--- src/rtl/tsaq_pkg.sv ---
// tsaq_pkg: shared types, request/status/operator codes and sizing constants
// for the two-stack aggregate queue. No dependencies.

package tsaq_pkg;

  // Defaults for the top-level parameters
  localparam int DEF_QUEUE_DEPTH = 64;
  localparam int DEF_VALUE_WIDTH = 32;

  // Fixed payload field widths
  localparam int FIELD_W  = 32;
  localparam int COUNT_W  = 7;
  localparam int REQ_W    = 2;
  localparam int STATUS_W = 2;
  localparam int OP_W     = 3;

  // Request codes
  localparam logic [REQ_W-1:0] REQ_PUSH  = 2'd0;
  localparam logic [REQ_W-1:0] REQ_POP   = 2'd1;
  localparam logic [REQ_W-1:0] REQ_QUERY = 2'd2;
  localparam logic [REQ_W-1:0] REQ_CLEAR = 2'd3;

  // Status codes
  localparam logic [STATUS_W-1:0] ST_OK    = 2'd0;
  localparam logic [STATUS_W-1:0] ST_EMPTY = 2'd1;
  localparam logic [STATUS_W-1:0] ST_FULL  = 2'd2;

  // Fold operator codes; anything else folds as a wrapping sum
  localparam logic [OP_W-1:0] OP_SUM = 3'd0;
  localparam logic [OP_W-1:0] OP_MIN = 3'd1;
  localparam logic [OP_W-1:0] OP_MAX = 3'd2;
  localparam logic [OP_W-1:0] OP_AND = 3'd3;
  localparam logic [OP_W-1:0] OP_OR  = 3'd4;
  localparam logic [OP_W-1:0] OP_XOR = 3'd5;

  // Command queue between front and back
  localparam int CQ_DEPTH = 2;
  localparam int CQ_AW    = $clog2(CQ_DEPTH);
  localparam int CQ_CW    = $clog2(CQ_DEPTH + 1);

  typedef struct packed {
    logic [REQ_W-1:0]   req_type;
    logic [FIELD_W-1:0] push_value;
  } in_item_t;

  typedef struct packed {
    logic [FIELD_W-1:0]  front_value;
    logic [FIELD_W-1:0]  fold_value;
    logic [COUNT_W-1:0]  entry_count;
    logic                is_empty;
    logic [STATUS_W-1:0] status;
  } out_item_t;

  // Decoded request as held in the command queue
  typedef struct packed {
    logic               push;
    logic               pop;
    logic               query;
    logic               clear;
    logic [FIELD_W-1:0] value;
  } cmd_t;

endpackage

--- src/rtl/tsaq_front.sv ---
// tsaq_front: accepts requests, decodes them and buffers them in a short
// command queue for the back end. Depends on tsaq_pkg.

module tsaq_front (
  input  logic              clk,
  input  logic              rst_n,
  input  logic              start,
  output logic              busy,
  input  tsaq_pkg::in_item_t in_item,
  output logic              q_valid,
  output tsaq_pkg::cmd_t    q_cmd,
  input  logic              q_pop
);

  tsaq_pkg::cmd_t                cq_r [tsaq_pkg::CQ_DEPTH];
  logic [tsaq_pkg::CQ_AW-1:0]    wp_r, wp_nxt;
  logic [tsaq_pkg::CQ_AW-1:0]    rp_r, rp_nxt;
  logic [tsaq_pkg::CQ_CW-1:0]    cnt_r, cnt_nxt;
  tsaq_pkg::cmd_t                dec;
  logic                          accept;
  logic                          do_pop;

  always_comb begin
    dec       = '0;
    dec.value = in_item.push_value;
    case (in_item.req_type)
      tsaq_pkg::REQ_PUSH:  dec.push  = 1'b1;
      tsaq_pkg::REQ_POP:   dec.pop   = 1'b1;
      tsaq_pkg::REQ_QUERY: dec.query = 1'b1;
      tsaq_pkg::REQ_CLEAR: dec.clear = 1'b1;
      default:             dec.clear = 1'b1;
    endcase
  end

  assign busy    = (cnt_r == tsaq_pkg::CQ_CW'(tsaq_pkg::CQ_DEPTH));
  assign q_valid = (cnt_r != '0);
  assign q_cmd   = cq_r[rp_r];
  assign accept  = start && !busy;
  assign do_pop  = q_pop && q_valid;

  always_comb begin
    wp_nxt  = wp_r;
    rp_nxt  = rp_r;
    cnt_nxt = cnt_r;
    if (accept) begin
      wp_nxt = (wp_r == tsaq_pkg::CQ_AW'(tsaq_pkg::CQ_DEPTH - 1)) ? '0 : wp_r + 1'b1;
    end
    if (do_pop) begin
      rp_nxt = (rp_r == tsaq_pkg::CQ_AW'(tsaq_pkg::CQ_DEPTH - 1)) ? '0 : rp_r + 1'b1;
    end
    if (accept && !do_pop) begin
      cnt_nxt = cnt_r + 1'b1;
    end else if (!accept && do_pop) begin
      cnt_nxt = cnt_r - 1'b1;
    end
  end

  always_ff @(posedge clk) begin
    if (!rst_n) begin
      wp_r  <= '0;
      rp_r  <= '0;
      cnt_r <= '0;
    end else begin
      wp_r  <= wp_nxt;
      rp_r  <= rp_nxt;
      cnt_r <= cnt_nxt;
    end
  end

  always_ff @(posedge clk) begin
    if (accept) begin
      cq_r[wp_r] <= dec;
    end
  end

endmodule

--- config.mk ---
export PLATFORM = sky130hd
export DESIGN_NAME = tsaq_front
export DESIGN_NICKNAME = d
export VERILOG_FILES = /design/src/rtl/tsaq_pkg.sv /design/src/rtl/tsaq_front.sv
export SDC_FILE = /design/constraint.sdc
export NUM_CORES = 1
export LEC_CHECK = 0
export BUFFER_PORTS_ARGS = -buffer_cell sky130_fd_sc_hd__buf_2
export CORE_ASPECT_RATIO = 1.1
export CORE_UTILIZATION = 46
export DETAILED_ROUTE_END_ITERATION = 10
export PLACE_DENSITY = 0.75
export SLEW_MARGIN = 20
export SYNTH_ARGS = -nofsm -noshare
export SYNTH_HDL_FRONTEND = slang
export SYNTH_SLANG_ARGS = --single-unit
--- constraint.sdc ---
create_clock -name clk -period 2.4 [get_ports clk]
set_input_delay 0.24 -clock clk [delete_from_list [all_inputs] [get_ports clk]]
set_output_delay 0.24 -clock clk [all_outputs]
set_load 0.005 [all_outputs]
==> out/results.ini, run 1 <==
[status]
status = complete, no violations

[worst_setup_path]
cp-start-kind = flip-flop
crit_path_cell_trace = buf_4 > mux2_2 > buf_2
cp-end-kind = primary output
critPathMaxStageDelay_ps = 440
slowest_stage = dfxtp_2
cp_max_fo = 28
cp_num_buf_inv = 2
critPathKind = reg2out
required_ps = 2160
path_delay_family = buffers and inverters
worstPathArrival_ps = 1690

[yosys]
synth_commonest_cells = edfxtp_1, mux2_2, dfxtp_1, and2_1, buf_4
ys_seq_area_frac = 0.793
synth_cell_type_count = 23
synth_area_leader_cell = edfxtp_1
synth.avg_cell_area_um2 = 20.2
synth.area.top_cells = edfxtp_1, mux2_2, dfxtp_1
syn-cell-area_um2 = 2850
yosysMostFrequentCell = edfxtp_1
synth_enable_flop_cells = 72
synth_nets = 180
syn_inst = 141
yosysWarnings = 0
ys_async_sr_fraction = 0
synthFlopType = edfxtp_1
ys_ff_latch = 77
yosysTopAreaCellShare = 0.758

[finish]
nNetsFinal = 265
diodes = 0
drive_gt1_frac = 0.580
area_delta_synth_final_pct = 25.9

[clocking]
ctsLongestPathBuffers = 2
cts_setup_buffers = 0
cts_root_buffer = clkbuf_8
clkLatencyLatePin_ps = 340
cts_tree = yes
clk_pin_slew_ps = 80
cts-hold-fix-buffers = 0
numCtsBuffers = 9
clkSinkCount = 77
cts_resized = 0
htreeDepth = 3

[timing]
whs_ps = 86.7
final.setup.tns_ps = 0
drv_slew = 0
skew_ps = 10.3
tightest_slew_ps = 551
setup_viol = 0
finalCritPeriodShare = 0.805
max_clock_freq_mhz = 518
rsz0062_at_grt = false
fin_crit_ps = 1930
slew_headroom = 0.632
hold_viol = 0

[die]
die_x_um = 77.1
die_h_um = 84.6
start_util = 0.486
die-area_um2 = 6520
rows = 29
coreArea_um2 = 5880
io_pins = 76

[drt]
vias_per_cell = 4.88
wl_um = 4640
firstDrtPassIters = 4
antenna_left = 0
vias = 1503
drt_iter0_drc = 88
routedWlPerCell_um = 15.1
drc_errors = 0

[global_route]
grt.met1_usage = 0.187
first_global_vias = 1523
grt_pass1_wl_um = 7200
grtUsageTotal = 0.153
grt_max_degree = 30
use_met3 = 0.0348
met2_usage = 0.249
grt-ovfl-total = 0
top_usage_layer = met2
antenna_found_initial = 0

[power_and_ir_drop]
max-vdd-ir-drop_v = 0.000705
total_leakage_power_nw = 1.36
power_density_nw_per_um2 = 1050

[place]
gp_congestion = 0.719
dp_hpwl_um = 3090
portBuffers = 75

[hold_path]
hold_class = in2reg

[job]
maxCapViolCount = 0

## worst reg2reg max path, stage by stage (launching register included)
cell and delay, ps:
dfxtp_1 410, nand2b_1 180, inv_2 70, nor3_4 430
buf_12 280
## layout by cell type, fill, tap and decap left out, drive strengths merged
cell and n:
clkbuf 10, bufinv 3, inv 2, nor3 1
xor2 1, or3 1, edfxtp 72, or2 1
xnor2 2, a21boi 2, dfxtp 5, clkinvlp 1
mux2 36, nor2 2, and3 1, ha 1
nor2b 2, o21a 1, buf 78, nand2b 1
o21ai 2, and2 4, clkinv 2
## logic make-up (layout without fill, tap and decap cells)
| logic type | after synthesis | after routing | synth area share |
|---|---|---|---|
| flip-flops | 77 | 77 | 0.793 |
| multiplexers | 36 | 36 | 0.142 |
| AND/OR/NAND/NOR | 13 | 13 | 0.0281 |
| buffers and inverters | 6 | 96 | 0.0123 |
| AO/OA/AOI/OAI | 5 | 5 | 0.0114 |
| XOR/XNOR | 3 | 3 | 0.00921 |
| adder cells (fa/ha/maj) | 1 | 1 | 0.00438 |
## layer usage
metal	vias to the layer above	wire (µm)
met3	12	197
li1	712	-
met4	0	97
met5	-	0
met2	49	2360
met1	730	1990
## sequential cells by signal, indices dropped and copies added, names as in the netlist, named ones only
signal,cells
cnt_r,2
cq_r,72
rp_r,1
wp_r,1
## final timing paths
| path | startpoint | cells after the start | end | slack, ps |
|---|---|---|---|---|
| setup reg to reg | cnt_r[0] | 4 | cq_r[0][18] | 720 |
| setup / recovery | flip-flop | 3 | q_cmd[25] | 470 |
| hold / removal | in_item[13] | 1 | cq_r[0][13] | 90 |
| hold reg to reg | cnt_r[1] | 2 | cnt_r[1] | 520 |
## power by group
| group | internal (mW) | switching, mW | total (mW) |
|---|---|---|---|
| sequential | 1.69 | 0.0728 | 1.76 |
| combinational | 0.467 | 0.401 | 0.868 |
| clock | 0.691 | 0.440 | 1.13 |
## per-stage QoR
step / cells / total power, mW / util / area (µm²) / worst slack, ps
2_1_floorplan: 141 / 2.32 / - / 2860 / 502
3_3_place_gp: 292 / 2.65 / 0.571 / 3350 / 752
3_5_place_dp: 292 / 2.68 / 0.571 / 3350 / 723
4_1_cts: 308 / 3.81 / 0.611 / 3590 / 439
5_1_grt: 308 / 3.94 / 0.611 / 3590 / 375
6_report: 308 / 3.76 / 0.611 / 3590 / 469
## cell type report
cell class | instances | area (µm²)
Multi-Input combinational cell | 58 | 564
Clock buffer | 10 | 128
Sequential cell | 77 | 2260
Fill cell | 468 | 2280
Inverter | 2 | 7.51
Clock inverter | 6 | 111
Timing Repair Buffer | 78 | 423
Tap cell | 77 | 96.3
(Power assumes the default switching activity.)
==> run 2: changes to the inputs <==
- clock period: 2.4 -> 1.7 ns (I/O delays scaled with it)
==> out/results.ini, run 2 (synthesis gave the netlist of run 1 again) <==
[drt]
drc_errors = 0  ; unchanged
routedWlPerCell_um = 14.6  ; -3.3%
drt_iter0_drc = 60  ; -32%
firstDrtPassIters = 4  ; unchanged
antenna_left = 0  ; unchanged
wl_um = 4520  ; -2.6%
vias_per_cell = 4.82  ; -1.2%
vias = 1495  ; -0.53%

[finish]
regMostFlops = cq_r
drive_gt1_frac = 0.592  ; +0.0122
top_regs = cq_r x72, cnt_r x2
multiInputGateArea_um2 = 572  ; +1.3%
diodes = 0  ; unchanged
largest_reg_flops = 72  ; unchanged
nFillCells = 452  ; -3.4%
final_common_cell = buf_2
area_delta_synth_final_pct = 26.0  ; about the same
nNetsFinal = 268  ; +1.1%
final_cell_mix = buf_2, edfxtp_1, mux2_2
fin_cells = 310  ; +0.65%
register_area_um2 = 2260  ; about the same

[timing]
setup_viol = 0  ; unchanged
max_clock_freq_mhz = 641
hold_viol = 0  ; unchanged
tightest_slew_ps = 323  ; -228 ps
finalCritPeriodShare = 0.918
skew_ps = 5.60  ; -4.71 ps
whs_ps = 23.6  ; -63.1 ps
slew_headroom = 0.785  ; +0.153
drv_slew = 0  ; unchanged
rsz0062_at_grt = false
final.setup.tns_ps = 0  ; unchanged
fin_crit_ps = 1560

[global_route]
antenna_found_initial = 0  ; unchanged
grt-ovfl-total = 0  ; unchanged
grtUsageTotal = 0.151  ; -0.00266
first_global_vias = 1508  ; -0.98%
grt_max_degree = 25  ; -17%
grt_pass1_wl_um = 7170  ; -0.47%

[die]
die-area_um2 = 6520  ; unchanged
io_pins = 76  ; unchanged
start_util = 0.486  ; unchanged
coreArea_um2 = 5880  ; unchanged
die_h_um = 84.6  ; unchanged
rows = 29  ; unchanged
die_x_um = 77.1  ; unchanged

[hold_path]
min_from = in_item[3]
hold_class = in2reg

[clocking]
cts_root_buffer = clkbuf_8
numCtsBuffers = 9  ; unchanged
clkSinkCount = 77  ; unchanged
cts_tree = yes
clk_pin_slew_ps = 70  ; about the same
htreeDepth = 3  ; unchanged
ctsLongestPathBuffers = 2  ; unchanged
cts_setup_buffers = 0  ; unchanged
clkLatencyLatePin_ps = 330  ; about the same

[worst_setup_path]
cp_max_fo = 23  ; -18%
cp_num_buf_inv = 2  ; unchanged
cp-end-kind = primary output
critPathMaxStageDelay_ps = 370  ; -70 ps
worstPathArrival_ps = 1390  ; -300 ps
crit_path_cell_trace = buf_6 > mux2_2 > buf_2
slowest_stage = mux2_2
required_ps = 1530  ; -630 ps
r2r_start = cnt_r[1]
critPathKind = reg2out
cp-start-kind = flip-flop
path_delay_family = multiplexers

[power_and_ir_drop]
power_density_nw_per_um2 = 1470  ; +41%
total_leakage_power_nw = 1.37  ; +0.88%
p_sw_frac = 0.239  ; -0.00371
switchingPower_mw = 1.27  ; +39%
seqPwrFrac = 0.467  ; -0.002
p_int_mw = 4.03  ; +42%
pwr-share-comb = 0.240  ; +0.009
clkPwrFrac = 0.292  ; -0.009
max-vdd-ir-drop_v = 0.000856  ; +21%

[place]
portBuffers = 75  ; unchanged
dp.cells = 295  ; +1.0%
dp_hpwl_um = 3040  ; -1.5%
gp_congestion = 0.667  ; -7.2%

[job]
maxCapViolCount = 0  ; unchanged

[status]
status = complete, no violations

==> run 2: cell type report <==
cell class | count | area share
clock buffer | 10 | 0.0355
inverter | 2 | 0.00278
multi-input combinational | 58 | 0.159
timing repair buffer | 81 | 0.118
sequential | 77 | 0.630
clock inverter | 5 | 0.0278
tap | 77 | 0.0268
==> run 2: repair_timing <==
item | in CTS | in global routing
endpoints found under the setup margin | 0 | 8
hold buffers | 0 | 0
hold endpoints to repair | 0 | 0
gates resized for setup | 0 | 1
==> run 2: path summary, 6_finish.rpt <==
check                             endpoint  slack (ps)  cells past startpoint
worst max-delay path             q_cmd[25]         140                      3
worst min register to register    cnt_r[1]         570                      2
worst min-delay path            cq_r[1][3]          20                      1
worst max register to register    cnt_r[1]         180                      6
==> run 2: power groups by stage <==
stage               clock network [mW]  registers (mW)  logic (mW)
floorplan                            0            2.50       0.805
CTS                               1.59            2.48        1.30
global placement                     0            2.50        1.27
global route                      1.66            2.50        1.39
detailed placement                   0            2.52        1.29
finish                            1.55            2.48        1.27
==> run 2: layer usage <==
metal,GRT usage,part of all wire,vias to the layer above
met5,0,0,-
met4,0.0943,0.015,0
met3,0.0370,0.045,8
met2,0.248,0.52,47
met1,0.178,0.42,723
li1,-,-,717
==> run 2: per-stage QoR <==
stage               power (mW)  utilization  setup slack (ps)  area (µm²)
finish                    5.30        0.612               140        3590
global route              5.55        0.612              59.4        3590
CTS                       5.36        0.611              33.4        3590
detailed placement        3.81        0.572               198        3360
global placement          3.77        0.572               258        3360
floorplan                 3.30            -              -174        2870
==> run 3: changes to the inputs <==
- CORE_ASPECT_RATIO: 1.1 -> 1.25
- clock period: 1.7 -> 1.3 ns (I/O delays scaled with it)
==> out/results.ini, run 3 (synthesis gave the netlist of run 1 again) <==
[power_and_ir_drop]
fin_total_pwr_mw = 7.45  ; +41%
power_density_nw_per_um2 = 1720  ; +17%
total_leakage_power_nw = 1.68  ; +23%
max-vdd-ir-drop_v = 0.00123  ; +43%

[finish]
fin_cells = 361  ; +16%
diodes = 0  ; unchanged
final_common_cell = edfxtp_1
area_delta_synth_final_pct = 51.6
final_cell_mix = edfxtp_1, buf_2, dlygate4sd3_1
nNetsFinal = 313  ; +17%
nFillCells = 373  ; -17%
largest_reg_flops = 72  ; unchanged
final_util = 0.734  ; +0.123
top_regs = cq_r x72, cnt_r x2
regMostFlops = cq_r
drive_gt1_frac = 0.563  ; -0.0296

[clocking]
numCtsBuffers = 9  ; unchanged
cts_root_buffer = clkbuf_8
ctsLongestPathBuffers = 2  ; unchanged
clkLatencyLatePin_ps = 340  ; about the same
clk_pin_slew_ps = 70  ; about the same
htreeDepth = 3  ; unchanged
clkSinkCount = 77  ; unchanged
cts_tree = yes

[drt]
drc_errors = 0  ; unchanged
vias_per_cell = 4.86  ; +0.75%
wl_met1_um = 2310  ; +23%
highest_layer = met4
wl_met2_um = 3350  ; +41%
routedWlPerCell_um = 16.6  ; +14%
firstDrtPassIters = 4  ; unchanged
antenna_left = 0  ; unchanged
drt_iter0_drc = 47  ; -22%
wl_um = 5980  ; +32%
vias = 1754  ; +17%
route.met3.wl_um = 189  ; -6.9%

[worst_setup_path]
worstPathArrival_ps = 1370  ; -20 ps
slowest_stage = dfxtp_4
critPathMaxStageDelay_ps = 380  ; about the same
critPathKind = reg2out
cp_max_fo = 17  ; -26%
cp-end-kind = primary output
crit_path_cell_trace = buf_12 > mux2_2 > buf_2
cp-start-kind = flip-flop
required_ps = 1170  ; -360 ps

[timing]
worst_slack_ps = -197  ; -337 ps
slew_headroom = 0.831  ; +0.0458
finalCritPeriodShare = 1.15
drv_slew = 0  ; unchanged
whs_ps = 68.3  ; +44.7 ps
hold_viol = 0  ; unchanged
tightest_slew_ps = 251  ; -71.4 ps
setup_viol = 73  ; +73
max_clock_freq_mhz = 668
fin_crit_ps = 1500
rsz0062_at_grt = true
skew_ps = 6.81  ; +1.21 ps

[status]
status = finished, violations left
violations = setup timing

[global_route]
first_global_vias = 1883  ; +25%
grtUsageTotal = 0.187  ; +0.0360
grt_pass1_wl_um = 8860  ; +24%
grt-ovfl-total = 0  ; unchanged
grt_max_degree = 20  ; -20%
antenna_found_initial = 0  ; unchanged

[die]
io_pins = 76  ; unchanged
die_h_um = 90.1  ; +6.4%
start_util = 0.484  ; -0.00144
die-area_um2 = 6530  ; about the same
die_x_um = 72.5  ; -6.0%
coreArea_um2 = 5900  ; +0.30%
rows = 31  ; +6.9%

[place]
gp_congestion = 0.683  ; +2.4%
dp_hpwl_um = 3140  ; +3.4%
portBuffers = 75  ; unchanged
dp.cells = 304  ; +3.1%

[hold_path]
hold_class = in2reg

[job]
maxCapViolCount = 0  ; unchanged

[run 3: cell count changes in the layout (fill, tap and decap cells not counted), sizes merged]
| cell | change |
|---|---|
| dlygate4sd3 | +32 |
| buf | +9 |
| clkbuf | +5 |
| bufinv | -3 |
| clkinv | +2 |
| clkinvlp | +1 |
[run 3: layout make-up]
cell class	instances	area (µm²)	share of cell area
multi-input cells	58	653	0.151
clock buffers	11	141	0.0327
repair buffers	126	1120	0.259
inverters	2	10.0	0.00231
flip-flops and latches	77	2270	0.525
clock inverters	5	27.5	0.00636
well taps	82	103	0.0237
[run 3: final timing paths]
check             startpoint         to  cells past startpoint  slack, ps
setup / recovery   flip-flop   q_cmd[6]                      3       -200
hold / removal         rst_n       wp_r                      2         70
setup reg to reg    cnt_r[0]   cnt_r[1]                      7       -190
hold reg to reg         rp_r  flip-flop                      2        590
[run 3: metrics by stage]
step | setup TNS [ps] | worst slack [ps] | area, µm²
floorplan | -26590 | -574 | 2880
global placement | -88.8 | -88.8 | 3480
detailed placement | -506 | -141 | 3480
CTS | -6950 | -214 | 4110
global route | -11750 | -262 | 4330
finish | -8830 | -197 | 4330
[run 3: what timing repair did]
item | CTS | global route
hold buffers | 32 | 0
gates resized for setup | 20 | 24
gates cloned | 2 | 4
endpoints found under the setup margin | 80 | 102
endpoints found under the hold margin | 64 | 0
buffers inserted | 1 | 3
pin swaps | 2 | 0
[run 3: worst max-delay path, delay by kind of cell, from the launching register on]
family | cells | cell delay (ps)
buf+inv | 2 | 310
flops | 1 | 380
mux | 1 | 350
[run 3: metal layers]
metal / GRT usage / up-vias
met1: 0.206 / 873
li1: - / 816
met5: 0 / -
met2: 0.326 / 49
met3: 0.0348 / 16
met4: 0.109 / 0
[run 3: report_power, final]
group | switching, mW | internal [mW] | leakage [nW]
Clock | 0.803 | 0.732 | 0.0889
Sequential | 0.135 | 3.14 | 0.717
Combinational | 1.02 | 1.62 | 0.876
